`src/rtl/core/lkv_pkg.sv`:
```
`timescale 1ns / 1ps
`default_nettype none

package lkv_pkg;

    // Widths that the interface fixes, and the capacity reset value.
    parameter int CAP_BITS  = 5;
    parameter int OUT_BITS  = 32;
    parameter int CAP_RESET = 16;

    // Operation codes.
    localparam logic OP_GET = 1'b0;
    localparam logic OP_PUT = 1'b1;

    // Commands from the controller to the datapath.
    typedef struct packed {
        logic load;
        logic match;
        logic apply;
        logic deliver;
    } t_dp_cmd;

    // Status from the datapath to the controller.
    typedef struct packed {
        logic op_put;
        logic out_free;
    } t_dp_status;

endpackage

`default_nettype wire

```
`src/rtl/core/lkv_req_if.sv`:
```
`timescale 1ns / 1ps
`default_nettype none

interface lkv_req_if #(
    parameter int KEY_BITS   = 16,
    parameter int VALUE_BITS = 32
);
    logic                         valid;
    logic                         ready;
    logic                         operation;
    logic        [KEY_BITS-1:0]   key;
    logic signed [VALUE_BITS-1:0] value;

    modport source (output valid, output operation, output key, output value, input ready);
    modport sink   (input valid, input operation, input key, input value, output ready);
endinterface

`default_nettype wire

```
`src/rtl/core/lkv_rsp_if.sv`:
```
`timescale 1ns / 1ps
`default_nettype none

interface lkv_rsp_if;
    import lkv_pkg::*;

    logic                       valid;
    logic                       ready;
    logic                       hit;
    logic signed [OUT_BITS-1:0] read_value;

    modport source (output valid, output hit, output read_value, input ready);
    modport sink   (input valid, input hit, input read_value, output ready);
endinterface

`default_nettype wire

```
`src/rtl/core/lru_key_value_cache.sv`:
```
// Fully associative key-value cache with least-recently-used replacement.
// Requests arrive on i_req as words of operation, key and value; a get
// (operation 0) returns one word on o_rsp with hit and read_value, which is
// zero on a miss; a put (operation 1) updates or inserts and returns nothing.
// Both channels transfer a word when valid and ready are high at a clock edge.
// The user must write the capacity register (i_cfg_we, i_cfg_wdata) only
// while the block is idle; the block does not enforce this. A write empties
// the cache. Capacity zero acts as one; values above ENTRIES act as ENTRIES.
// A request is handled in steps of a controller: accept, associative match
// over all entries, update of keys and values for a put and of recency
// ranks for a put or a hit, and for a get a read of the value memory into the
// output register. A put passes the states idle, match and apply; a get
// also passes deliver, which waits until the output register is free.
// When the receiver stalls, the response waits in the output register and the
// next request is still accepted; a further get then holds until that register
// is free. Reset empties the cache, sets capacity to 16 and drops any
// pending response.
`timescale 1ns / 1ps
`default_nettype none

module lru_key_value_cache #(
    parameter int ENTRIES    = 16,
    parameter int KEY_BITS   = 16,
    parameter int VALUE_BITS = 32
) (
    input  wire                                i_clk,
    input  wire                                i_rst_n,
    lkv_req_if.sink                            i_req,
    lkv_rsp_if.source                          o_rsp,
    input  wire                                i_cfg_we,
    input  wire       [lkv_pkg::CAP_BITS-1:0]  i_cfg_wdata
);
    import lkv_pkg::*;

    t_dp_cmd    w_cmd;
    t_dp_status w_status;

    lkv_ctrl u_ctrl (
        .i_clk      (i_clk),
        .i_rst_n    (i_rst_n),
        .i_in_valid (i_req.valid),
        .o_in_ready (i_req.ready),
        .o_cmd      (w_cmd),
        .i_status   (w_status)
    );

    lkv_datapath #(
        .ENTRIES    (ENTRIES),
        .KEY_BITS   (KEY_BITS),
        .VALUE_BITS (VALUE_BITS)
    ) u_datapath (
        .i_clk        (i_clk),
        .i_rst_n      (i_rst_n),
        .i_cmd        (w_cmd),
        .o_status     (w_status),
        .i_operation  (i_req.operation),
        .i_key        (i_req.key),
        .i_value      (i_req.value),
        .i_cfg_we     (i_cfg_we),
        .i_cfg_wdata  (i_cfg_wdata),
        .i_out_ready  (o_rsp.ready),
        .o_out_valid  (o_rsp.valid),
        .o_hit        (o_rsp.hit),
        .o_read_value (o_rsp.read_value)
    );

endmodule

`default_nettype wire

```
`src/rtl/core/lkv_ctrl.sv`:
```
`timescale 1ns / 1ps
`default_nettype none

module lkv_ctrl (
    input  wire                 i_clk,
    input  wire                 i_rst_n,
    input  wire                 i_in_valid,
    output logic                o_in_ready,
    output lkv_pkg::t_dp_cmd    o_cmd,
    input  lkv_pkg::t_dp_status i_status
);
    import lkv_pkg::*;

    typedef enum logic [1:0] {
        S_IDLE,
        S_MATCH,
        S_APPLY,
        S_DELIVER
    } t_state;

    t_state r_state;
    t_state n_state;

    always_comb begin
        n_state = r_state;
        o_cmd   = '0;
        unique case (r_state)
            S_IDLE: begin
                o_cmd.load = i_in_valid;
                if (i_in_valid) begin
                    n_state = S_MATCH;
                end
            end
            S_MATCH: begin
                o_cmd.match = 1'b1;
                n_state     = S_APPLY;
            end
            S_APPLY: begin
                o_cmd.apply = 1'b1;
                n_state     = i_status.op_put ? S_IDLE : S_DELIVER;
            end
            S_DELIVER: begin
                o_cmd.deliver = i_status.out_free;
                if (i_status.out_free) begin
                    n_state = S_IDLE;
                end
            end
            default: begin
                n_state = S_IDLE;
            end
        endcase
    end

    assign o_in_ready = (r_state == S_IDLE);

    always_ff @(posedge i_clk) begin
        if (!i_rst_n) begin
            r_state <= S_IDLE;
        end else begin
            r_state <= n_state;
        end
    end

endmodule

`default_nettype wire

```
`src/rtl/core/lkv_datapath.sv`:
```
`timescale 1ns / 1ps
`default_nettype none

module lkv_datapath #(
    parameter int ENTRIES    = 16,
    parameter int KEY_BITS   = 16,
    parameter int VALUE_BITS = 32
) (
    input  wire                                 i_clk,
    input  wire                                 i_rst_n,
    input  lkv_pkg::t_dp_cmd                    i_cmd,
    output lkv_pkg::t_dp_status                 o_status,
    input  wire                                 i_operation,
    input  wire        [KEY_BITS-1:0]           i_key,
    input  wire signed [VALUE_BITS-1:0]         i_value,
    input  wire                                 i_cfg_we,
    input  wire        [lkv_pkg::CAP_BITS-1:0]  i_cfg_wdata,
    input  wire                                 i_out_ready,
    output logic                                o_out_valid,
    output logic                                o_hit,
    output logic signed [lkv_pkg::OUT_BITS-1:0] o_read_value
);
    import lkv_pkg::*;

    localparam int IDX_W = $clog2(ENTRIES);
    localparam int CNT_W = $clog2(ENTRIES + 1);
    localparam int CMP_W = (CNT_W > CAP_BITS) ? CNT_W : CAP_BITS;

    // Valid entries always occupy slots 0 to used count minus one, and their
    // ranks form a permutation of 0 to used count minus one.
    logic [CNT_W-1:0]      r_used;
    logic [CAP_BITS-1:0]   r_cap;
    logic [KEY_BITS-1:0]   r_keys [ENTRIES];
    logic [IDX_W-1:0]      r_rank [ENTRIES];
    logic [VALUE_BITS-1:0] r_mem  [ENTRIES];
    logic [VALUE_BITS-1:0] r_rd_data;

    logic                  r_op;
    logic [KEY_BITS-1:0]   r_key;
    logic [VALUE_BITS-1:0] r_value;
    logic                  r_hit;
    logic                  r_fresh;
    logic [IDX_W-1:0]      r_slot;
    logic [IDX_W-1:0]      r_old_rank;

    logic                  r_out_valid;
    logic                  r_out_hit;
    logic [OUT_BITS-1:0]   r_out_data;

    logic [ENTRIES-1:0]    w_valid;
    logic [ENTRIES-1:0]    w_match;
    logic [ENTRIES-1:0]    w_lru;
    logic [IDX_W-1:0]      w_match_idx;
    logic [IDX_W-1:0]      w_match_rank;
    logic [IDX_W-1:0]      w_lru_idx;
    logic [CNT_W-1:0]      w_used_m1;
    logic [CMP_W-1:0]      w_eff_cap;
    logic                  w_full;
    logic                  w_any_hit;
    logic                  w_touch;
    logic [OUT_BITS+VALUE_BITS-1:0] w_ext;

    assign w_used_m1 = r_used - CNT_W'(1);

    always_comb begin
        if (r_cap == '0) begin
            w_eff_cap = CMP_W'(1);
        end else if (CMP_W'(r_cap) > CMP_W'(ENTRIES)) begin
            w_eff_cap = CMP_W'(ENTRIES);
        end else begin
            w_eff_cap = CMP_W'(r_cap);
        end
    end

    assign w_full = CMP_W'(r_used) >= w_eff_cap;

    always_comb begin
        w_match_idx  = '0;
        w_match_rank = '0;
        w_lru_idx    = '0;
        for (int i = 0; i < ENTRIES; i++) begin
            w_valid[i] = CNT_W'(i) < r_used;
            w_match[i] = w_valid[i] && (r_keys[i] == r_key);
            w_lru[i]   = w_valid[i] && (r_rank[i] == w_used_m1[IDX_W-1:0]);
            w_match_idx  = w_match_idx  | (w_match[i] ? IDX_W'(i) : '0);
            w_match_rank = w_match_rank | (w_match[i] ? r_rank[i] : '0);
            w_lru_idx    = w_lru_idx    | (w_lru[i]   ? IDX_W'(i) : '0);
        end
    end

    assign w_any_hit = |w_match;
    assign w_touch   = i_cmd.apply && ((r_op == OP_PUT) || r_hit);

    // Request and lookup registers.
    always_ff @(posedge i_clk) begin
        if (i_cmd.load) begin
            r_op    <= i_operation;
            r_key   <= i_key;
            r_value <= i_value;
        end
        if (i_cmd.match) begin
            r_hit   <= w_any_hit;
            r_fresh <= !w_any_hit && !w_full;
            if (w_any_hit) begin
                r_slot     <= w_match_idx;
                r_old_rank <= w_match_rank;
            end else if (w_full) begin
                r_slot     <= w_lru_idx;
                r_old_rank <= w_used_m1[IDX_W-1:0];
            end else begin
                r_slot     <= r_used[IDX_W-1:0];
                r_old_rank <= r_used[IDX_W-1:0];
            end
        end
    end

    always_ff @(posedge i_clk) begin
        if (!i_rst_n) begin
            r_used <= '0;
            r_cap  <= CAP_BITS'(CAP_RESET);
        end else if (i_cfg_we) begin
            r_used <= '0;
            r_cap  <= i_cfg_wdata;
        end else if (i_cmd.apply && (r_op == OP_PUT) && r_fresh) begin
            r_used <= r_used + CNT_W'(1);
        end
    end

    always_ff @(posedge i_clk) begin
        if (i_cmd.apply && (r_op == OP_PUT) && !r_hit) begin
            r_keys[r_slot] <= r_key;
        end
    end

    // The touched slot becomes most recent; valid entries more recent age by one.
    always_ff @(posedge i_clk) begin
        if (w_touch) begin
            for (int i = 0; i < ENTRIES; i++) begin
                if (IDX_W'(i) == r_slot) begin
                    r_rank[i] <= '0;
                end else if (w_valid[i] && (r_rank[i] < r_old_rank)) begin
                    r_rank[i] <= r_rank[i] + IDX_W'(1);
                end
            end
        end
    end

    always_ff @(posedge i_clk) begin
        if (i_cmd.apply && (r_op == OP_PUT)) begin
            r_mem[r_slot] <= r_value;
        end
        r_rd_data <= r_mem[r_slot];
    end

    assign w_ext = {{OUT_BITS{1'b0}}, r_rd_data};

    always_ff @(posedge i_clk) begin
        if (!i_rst_n) begin
            r_out_valid <= 1'b0;
        end else if (i_cmd.deliver) begin
            r_out_valid <= 1'b1;
        end else if (i_out_ready) begin
            r_out_valid <= 1'b0;
        end
    end

    always_ff @(posedge i_clk) begin
        if (i_cmd.deliver) begin
            r_out_hit  <= r_hit;
            r_out_data <= r_hit ? w_ext[OUT_BITS-1:0] : '0;
        end
    end

    assign o_status.op_put   = (r_op == OP_PUT);
    assign o_status.out_free = !r_out_valid || i_out_ready;

    assign o_out_valid  = r_out_valid;
    assign o_hit        = r_out_hit;
    assign o_read_value = r_out_data;

endmodule

`default_nettype wire
```
`src/flat_wrapper.sv`:
```
// flat-port wrapper written by rule: the top's interface ports become plain ports
module lru_key_value_cache_flat import lkv_pkg::*;
#(
    parameter int ENTRIES    = 16,
    parameter int KEY_BITS   = 16,
    parameter int VALUE_BITS = 32
)
  (i_clk, i_rst_n, i_cfg_we, i_cfg_wdata, i_req_valid, i_req_operation, i_req_key, i_req_value, i_req_ready, o_rsp_valid, o_rsp_hit, o_rsp_read_value, o_rsp_ready);
  lkv_req_if #(.KEY_BITS(KEY_BITS), .VALUE_BITS(VALUE_BITS)) i_req_i ();
  lkv_rsp_if o_rsp_i ();
  input  wire i_clk;
  input  wire i_rst_n;
  input  wire i_cfg_we;
  input  wire       [lkv_pkg::CAP_BITS-1:0] i_cfg_wdata;
  input wire logic [$bits(i_req_i.valid)-1:0] i_req_valid;
  input wire logic [$bits(i_req_i.operation)-1:0] i_req_operation;
  input wire logic [$bits(i_req_i.key)-1:0] i_req_key;
  input wire logic [$bits(i_req_i.value)-1:0] i_req_value;
  output wire logic [$bits(i_req_i.ready)-1:0] i_req_ready;
  output wire logic [$bits(o_rsp_i.valid)-1:0] o_rsp_valid;
  output wire logic [$bits(o_rsp_i.hit)-1:0] o_rsp_hit;
  output wire logic [$bits(o_rsp_i.read_value)-1:0] o_rsp_read_value;
  input wire logic [$bits(o_rsp_i.ready)-1:0] o_rsp_ready;
  assign i_req_i.valid = i_req_valid;
  assign i_req_i.operation = i_req_operation;
  assign i_req_i.key = i_req_key;
  assign i_req_i.value = i_req_value;
  assign i_req_ready = i_req_i.ready;
  assign o_rsp_valid = o_rsp_i.valid;
  assign o_rsp_hit = o_rsp_i.hit;
  assign o_rsp_read_value = o_rsp_i.read_value;
  assign o_rsp_i.ready = o_rsp_ready;
  lru_key_value_cache #(.ENTRIES(ENTRIES), .KEY_BITS(KEY_BITS), .VALUE_BITS(VALUE_BITS)) u_core (.i_clk(i_clk), .i_rst_n(i_rst_n), .i_req(i_req_i), .o_rsp(o_rsp_i), .i_cfg_we(i_cfg_we), .i_cfg_wdata(i_cfg_wdata));
endmodule
```
`config.mk`:
```
export PLATFORM = sky130hd
export DESIGN_NAME = lru_key_value_cache_flat
export DESIGN_NICKNAME = d
export VERILOG_FILES = /design/src/rtl/core/lkv_pkg.sv /design/src/rtl/core/lkv_req_if.sv /design/src/rtl/core/lkv_rsp_if.sv /design/src/rtl/core/lru_key_value_cache.sv /design/src/rtl/core/lkv_ctrl.sv /design/src/rtl/core/lkv_datapath.sv /design/src/flat_wrapper.sv
export SDC_FILE = /design/constraint.sdc
export NUM_CORES = 1
export LEC_CHECK = 0
export BUFFER_PORTS_ARGS = -buffer_cell sky130_fd_sc_hd__buf_2
export CELL_PAD_IN_SITES_DETAIL_PLACEMENT = 0
export CELL_PAD_IN_SITES_GLOBAL_PLACEMENT = 1
export CORE_MARGIN = 4
export CORE_UTILIZATION = 33
export CTS_CLUSTER_SIZE = 40
export DETAILED_ROUTE_END_ITERATION = 16
export GPL_TIMING_DRIVEN = 0
export PLACE_DENSITY = 0.55
export SYNTH_ARGS = -nofsm -noshare
export SYNTH_HDL_FRONTEND = slang
export SYNTH_HIERARCHICAL = 1
export SYNTH_SLANG_ARGS = --single-unit
```
`constraint.sdc`:
```
create_clock -name i_clk -period 6.1 [get_ports i_clk]
set_input_delay 1.22 -clock i_clk [delete_from_list [all_inputs] [get_ports i_clk]]
set_output_delay 1.22 -clock i_clk [all_outputs]
set_load 0.005 [all_outputs]
```
======== Yosys cells after proc, flatten, opt, wreduce, memory -nomap -nowiden ========
Memories as Yosys holds them, arrays and structs flattened. A register that Yosys moved wholly into a read port is not among the register bits.
Index checks and enable logic that the tools add are counted.
Widths: inputs -> output; s select.
storage, ports and cells
  bits of input ports ..................... 59
  bits in registers ....................... 105
  output and inout port bits .............. 35
  word-level logic and storage cells ...... 438
  bits in writable memories ............... 832
  memories kept ........................... 3
memories
  name                      words  width  read ports  clocked after Yosys merged registers in  wr ports  line                source
  u_core.u_datapath.r_mem   16     32     1           1                                        1         lkv_datapath.sv:35  logic [VALUE_BITS-1:0] r_mem [ENTRIES];
  u_core.u_datapath.r_keys  16     16     16          0                                        1         lkv_datapath.sv:33  logic [KEY_BITS-1:0] r_keys [ENTRIES];
  u_core.u_datapath.r_rank  16     4      16          0                                        16        lkv_datapath.sv:34  logic [IDX_W-1:0] r_rank [ENTRIES];
operators by class
  equal/unequal tests ..................... 51
  order comparisons ....................... 34
  add/subtract/negate cells ............... 18
  reductions and logical operators ........ 65
  muxes and demuxes ....................... 194
  bitwise operators ....................... 60
operator list
  operator             number
  $eq 16x16->1         16
  $mux 4               52
  $mux 1               124
  $or 4x4->4           29
  $add 4x1->4 const B  16
  $lt 4x4->1           16
  $eq 4x4->1           15
  $logic_and 1x1->1    52
  $lt 4x5->1 const A   8
  $eq 4x4->1 const A   8
  $mux 3               8
  $lt 3x5->1 const A   4
  $or 3x3->3           6
  $eq 3x4->1 const A   4
  $or 1x1->1           16
  $reduce_or 16->1     1
  $mux 2               7
  $lt 1x5->1 const A   2
  $lt 2x5->1 const A   2
  $mux 5               2
  $eq 2x4->1 const A   2
  $or 3x4->4           2
  $pmux 2 s4           1
  $or 2x3->3           2
  19 further kinds     27

======== Logic depth before layout (Yosys ltp) ========
  word-level depth ........................ 20
  gate-level depth with buffers ........... 14
  gate-level depth less buffers ........... 11

======== Modules after synthesis ========
Netlist, hierarchy kept.
by module, submodules not included
  module        sequential area each (sq um)  times used  area each (sq um)  cells an instance
  lkv_datapath  28607.4                       1           41244.6            2413
  lkv_ctrl      40.0                          1           125.1              15

======== Worst setup path before layout ========
Ideal clock, no wire load.
  path kind ............................... register -> register
  from .................................... reg u_core.u_datapath.r_slot[1]
  to ...................................... mem u_core.u_datapath.r_mem[15][0] (enable)
  data required time ...................... 5.679 ns
  library setup time ...................... 0.421 ns
  arrival time ............................ 2.763 ns
  period minus slack after synthesis ...... 3.185 ns
  setup slack ............................. 2.915 ns
  path buffers ............................ 3
  cell stages (with the launch flop) ...... 6
  path through ............................ edfxtp_1 clkbuf_1 clkbuf_1 clkbuf_1 nand4_1 nor2_1
RTL lines
  element                   line                 source
  start: declaration        lkv_datapath.sv:43   logic [IDX_W-1:0] r_slot;
  start signal: assignment  lkv_datapath.sv:105  r_slot <= w_match_idx;
  start signal: assignment  lkv_datapath.sv:108  r_slot <= w_lru_idx;
  start signal: assignment  lkv_datapath.sv:111  r_slot <= r_used[IDX_W-1:0];
  end: declaration          lkv_datapath.sv:35
Straight into the memory's write port.

======== Worst setup path after layout ========
  from .................................... reg u_core.u_datapath.r_slot[1]
  to ...................................... mem u_core.u_datapath.r_mem[15][3] (enable)
Straight into the memory's write port.

==> key figures <==
Outcome
  • Outcome: finished clean

Floorplanning
  • Die Ht: 362 um
  • IO Pins: between 90 and 100
  • Core Area: 0.124 mm2
  • Die area: 0.131 mm2
  • Initial core utilization: 33.3%
  • Cell row count: 129
  • Die Width: 362 um

STA
  • RSZ-0062 raised after global routing: false
  • Least-Margin Pin Slew: roughly 1.4 ns
  • Max Slew Vio Count: 0
  • Tmin final: 4.33 ns
  • Fmax: approximately 230 MHz
  • Setup TNS: 0 ns
  • Final hold viol count: 0
  • Final setup vio count: 0
  • Min Hold Slack: 0.508 ns
  • Final Cycle Share: 71.0%
  • Skew final: 0.0451 ns
  • Relative slew slack: under 10%

Clock tree
  • Resized cells post-CTS: 0
  • CTS Buffer Depth: 3
  • CTS Hold Bufs: 0
  • Num CTS Buffers: around 110
  • Clock sinks: 969
  • Clock root buffer: clkbuf_16
  • Clock latency on the worst-skew pair: 0.73 ns
  • CTS tree: yes
  • Post-CTS setup repair buffer count: 0
  • Clock Pin Slew Worst Setup and Hold Paths: approximately 0.060 ns
  • CTS H-tree depth: 3

GRT
  • Antenna violations before repair: 5
  • GRT Util Overall: 18.8%
  • Aggregate global routing overflow: 0
  • Vias in the first global route: 23700
  • Largest net degree at the start of global routing: 35
  • First-pass GRT wire length: 175000 um

Yosys
  • YS warnings: 6
  • Post-synth cell types: between 70 and 80
  • XOR/XNOR Fraction of Synth Area: 7.87%
  • Syn Inst Count: ~2400
  • Simple-Gate Fraction of Synth Area: under 10%
  • Adder-Cell Fraction of Synth Area: ~2.1%
  • Synth async-reset ratio: 0%
  • Cell area after synthesis: roughly 0.041 mm2
  • Combinational family with the most area after synthesis: multiplexers
  • Mean Syn Cell Area: 17.0 um2
  • Syn nets: about 2600
  • Seq cells post-synth: 969
  • Synth Area in Compound Gates: between 2 and 2.5%
  • Most common flop cell mapped by yosys: edfxtp_1
  • Post-synthesis sequential area ratio: 69.2%
  • Post-synth EDFFs: slightly above 900
  • Mux cell area share after synthesis: 8.88%

Worst setup path
  • Startpoint types: flop
  • CP Max Fanout: 18
  • Worst setup EP type: flop
  • Worst endpoint data arrival time: between 4 and 5 ns
  • CP Class: flop to flop
  • CP required: 6.48 ns

Detailed routing
  • Via count: 23000
  • Drt drc: 0
  • DR WL met3: 6080 um
  • DRT iter0 DRCs: 2141
  • Wl on met1: 53500 um
  • Met2 Wirelength: 61200 um
  • Top Metal Used: met4
  • Wire length per cell: 28.3 um
  • DRT antenna net count: 0
  • Routed WL: 124000 um
  • DR vias/cell: 5.24
  • Initial DRT Pass Iterations: 6

Power
  • VDD IR-drop max: 0.270 mV
  • Pleak: 0.0155 uW
  • Pwr dens: 312 mW/mm2

Finish
  • Nets@finish: 2780
  • Layout area overhead: 16.1%
  • Final non-filler cell total: 4383
  • Share of post-route cells with drive strength above 1: between 10% and 20%
  • Commonest cells after routing, fill and taps aside: edfxtp_1, xnor2_1, mux4_2
  • Commonest non-fill, non-tap cell in the layout: edfxtp_1

Placement
  • GP Congestion: 0.892
  • Port Buffers: between 90 and 100
  • Post-detail-place hpwl: between 80000 and 90000 um
  • Dpl cells: 4178

Min path
  • Hold crit path type: flop to flop

Run
  • Maxcap violations: 0
==> synthesized netlist by cell type, types with 3 or more instances <==
master,number,share of area (%)
a211oi_1,3,0.054
a211oi_2,3,0.091
a21oi_1,24,0.29
a22oi_1,19,0.34
a32oi_1,18,0.38
and2_1,43,0.65
and3_1,45,0.68
and4b_1,3,0.073
buf_1,7,0.064
buf_2,29,0.35
buf_4,19,0.34
buf_6,6,0.16
clkbuf_1,38,0.34
dfxtp_1,45,2.2
edfxtp_1,924,67
ha_1,71,2.1
inv_1,24,0.22
mux2i_1,7,0.17
mux4_2,160,8.7
nand2_1,53,0.48
nand2b_1,21,0.32
nand3_1,55,0.67
nand4_1,100,1.5
nand4b_1,8,0.17
nor2_1,146,1.3
nor2b_1,26,0.39
nor3_1,30,0.36
nor4_1,27,0.41
nor4_2,3,0.091
nor4b_1,9,0.19
o211a_1,3,0.073
o21ai_0,38,0.46
o21ai_1,9,0.11
or3_1,4,0.060
or4_1,4,0.073
xnor2_1,230,4.9
xnor3_1,5,0.27
xor2_1,121,2.6
==> power breakdown <==
part	leakage [uW]	switching [uW]	internal, uW
clock network	0.00172	2700	3740
registers	0.00877	185	7430
logic	0.00504	563	366
==> per-layer routing <==
metal,vias to the layer above,GRT usage [%]
met2,746,31.8
met4,0,5.75
met1,12100,25.4
met3,174,2.30
met5,-,0
li1,9979,-
==> sequential cells by signal, summed over array words and instances, names as in the netlist, 4 cells and up <==
register / count
u_core/u_datapath/r_mem: 512
u_core/u_datapath/r_keys: 256
u_core/u_datapath/r_rank: 64
u_core/u_datapath/o_read_value: 32
u_core/u_datapath/r_rd_data: 32
u_core/u_datapath/r_value: 32
u_core/u_datapath/r_key: 16
u_core/u_datapath/r_cap: 5
u_core/u_datapath/r_used: 5
u_core/u_datapath/r_old_rank: 4
u_core/u_datapath/r_slot: 4
==> worst max-delay path: stages (launching register included) <==
cell and delay (ns):
edfxtp_1 0.40, clkbuf_1 0.50, clkbuf_1 0.66, clkbuf_1 0.66, nand4_1 0.65, nor2_4 0.81, buf_12 0.29
==> kinds of logic (layout without fill, tap and decap cells) <==
kind of cell	count (synthesis)	in the layout
compound gates	139	139
xor+xnor	359	359
fa+ha+maj	71	71
buf+inv	123	439
flops	969	969
mux	167	167
other cells	0	2
simple gates	600	600
==> layout make-up <==
class                      count  area, um2
inverter                      24       90.1
buffer                        99        524
sequential                   969      28600
clock buffer                 134       2790
antenna                        2       5.00
tap                         1637       2050
fill                       11300      76100
timing repair buffer         114        895
multi-input combinational   1336      12300
clock inverter                68        777
==> final timing paths <==
kind / cells past startpoint / from / slack (ns) / to
min reg2reg: 1 / u_core/u_datapath/r_rd_data[19] / 0.51 / u_core/u_datapath/o_read_value[19]
min: 1 / u_core/u_datapath/r_rd_data[19] / 0.51 / u_core/u_datapath/o_read_value[19]
max reg2reg: 6 / u_core/u_datapath/r_slot[1] / 1.77 / u_core/u_datapath/r_mem[15][3]
max: 6 / u_core/u_datapath/r_slot[1] / 1.77 / u_core/u_datapath/r_mem[15][3]
==> per-stage QoR <==
stage	area (um2)	util, %	total power (uW)	worst slack (ns)
global placement	43900	35.4	8680	-0.932
finish	48000	38.7	15000	1.77
detailed placement	44400	35.8	8700	1.45
global route	48000	38.7	15600	1.60
CTS	48000	38.7	15200	1.44
floorplan	41400	-	8240	2.92
Note: power is estimated with default switching activity, not from simulation.
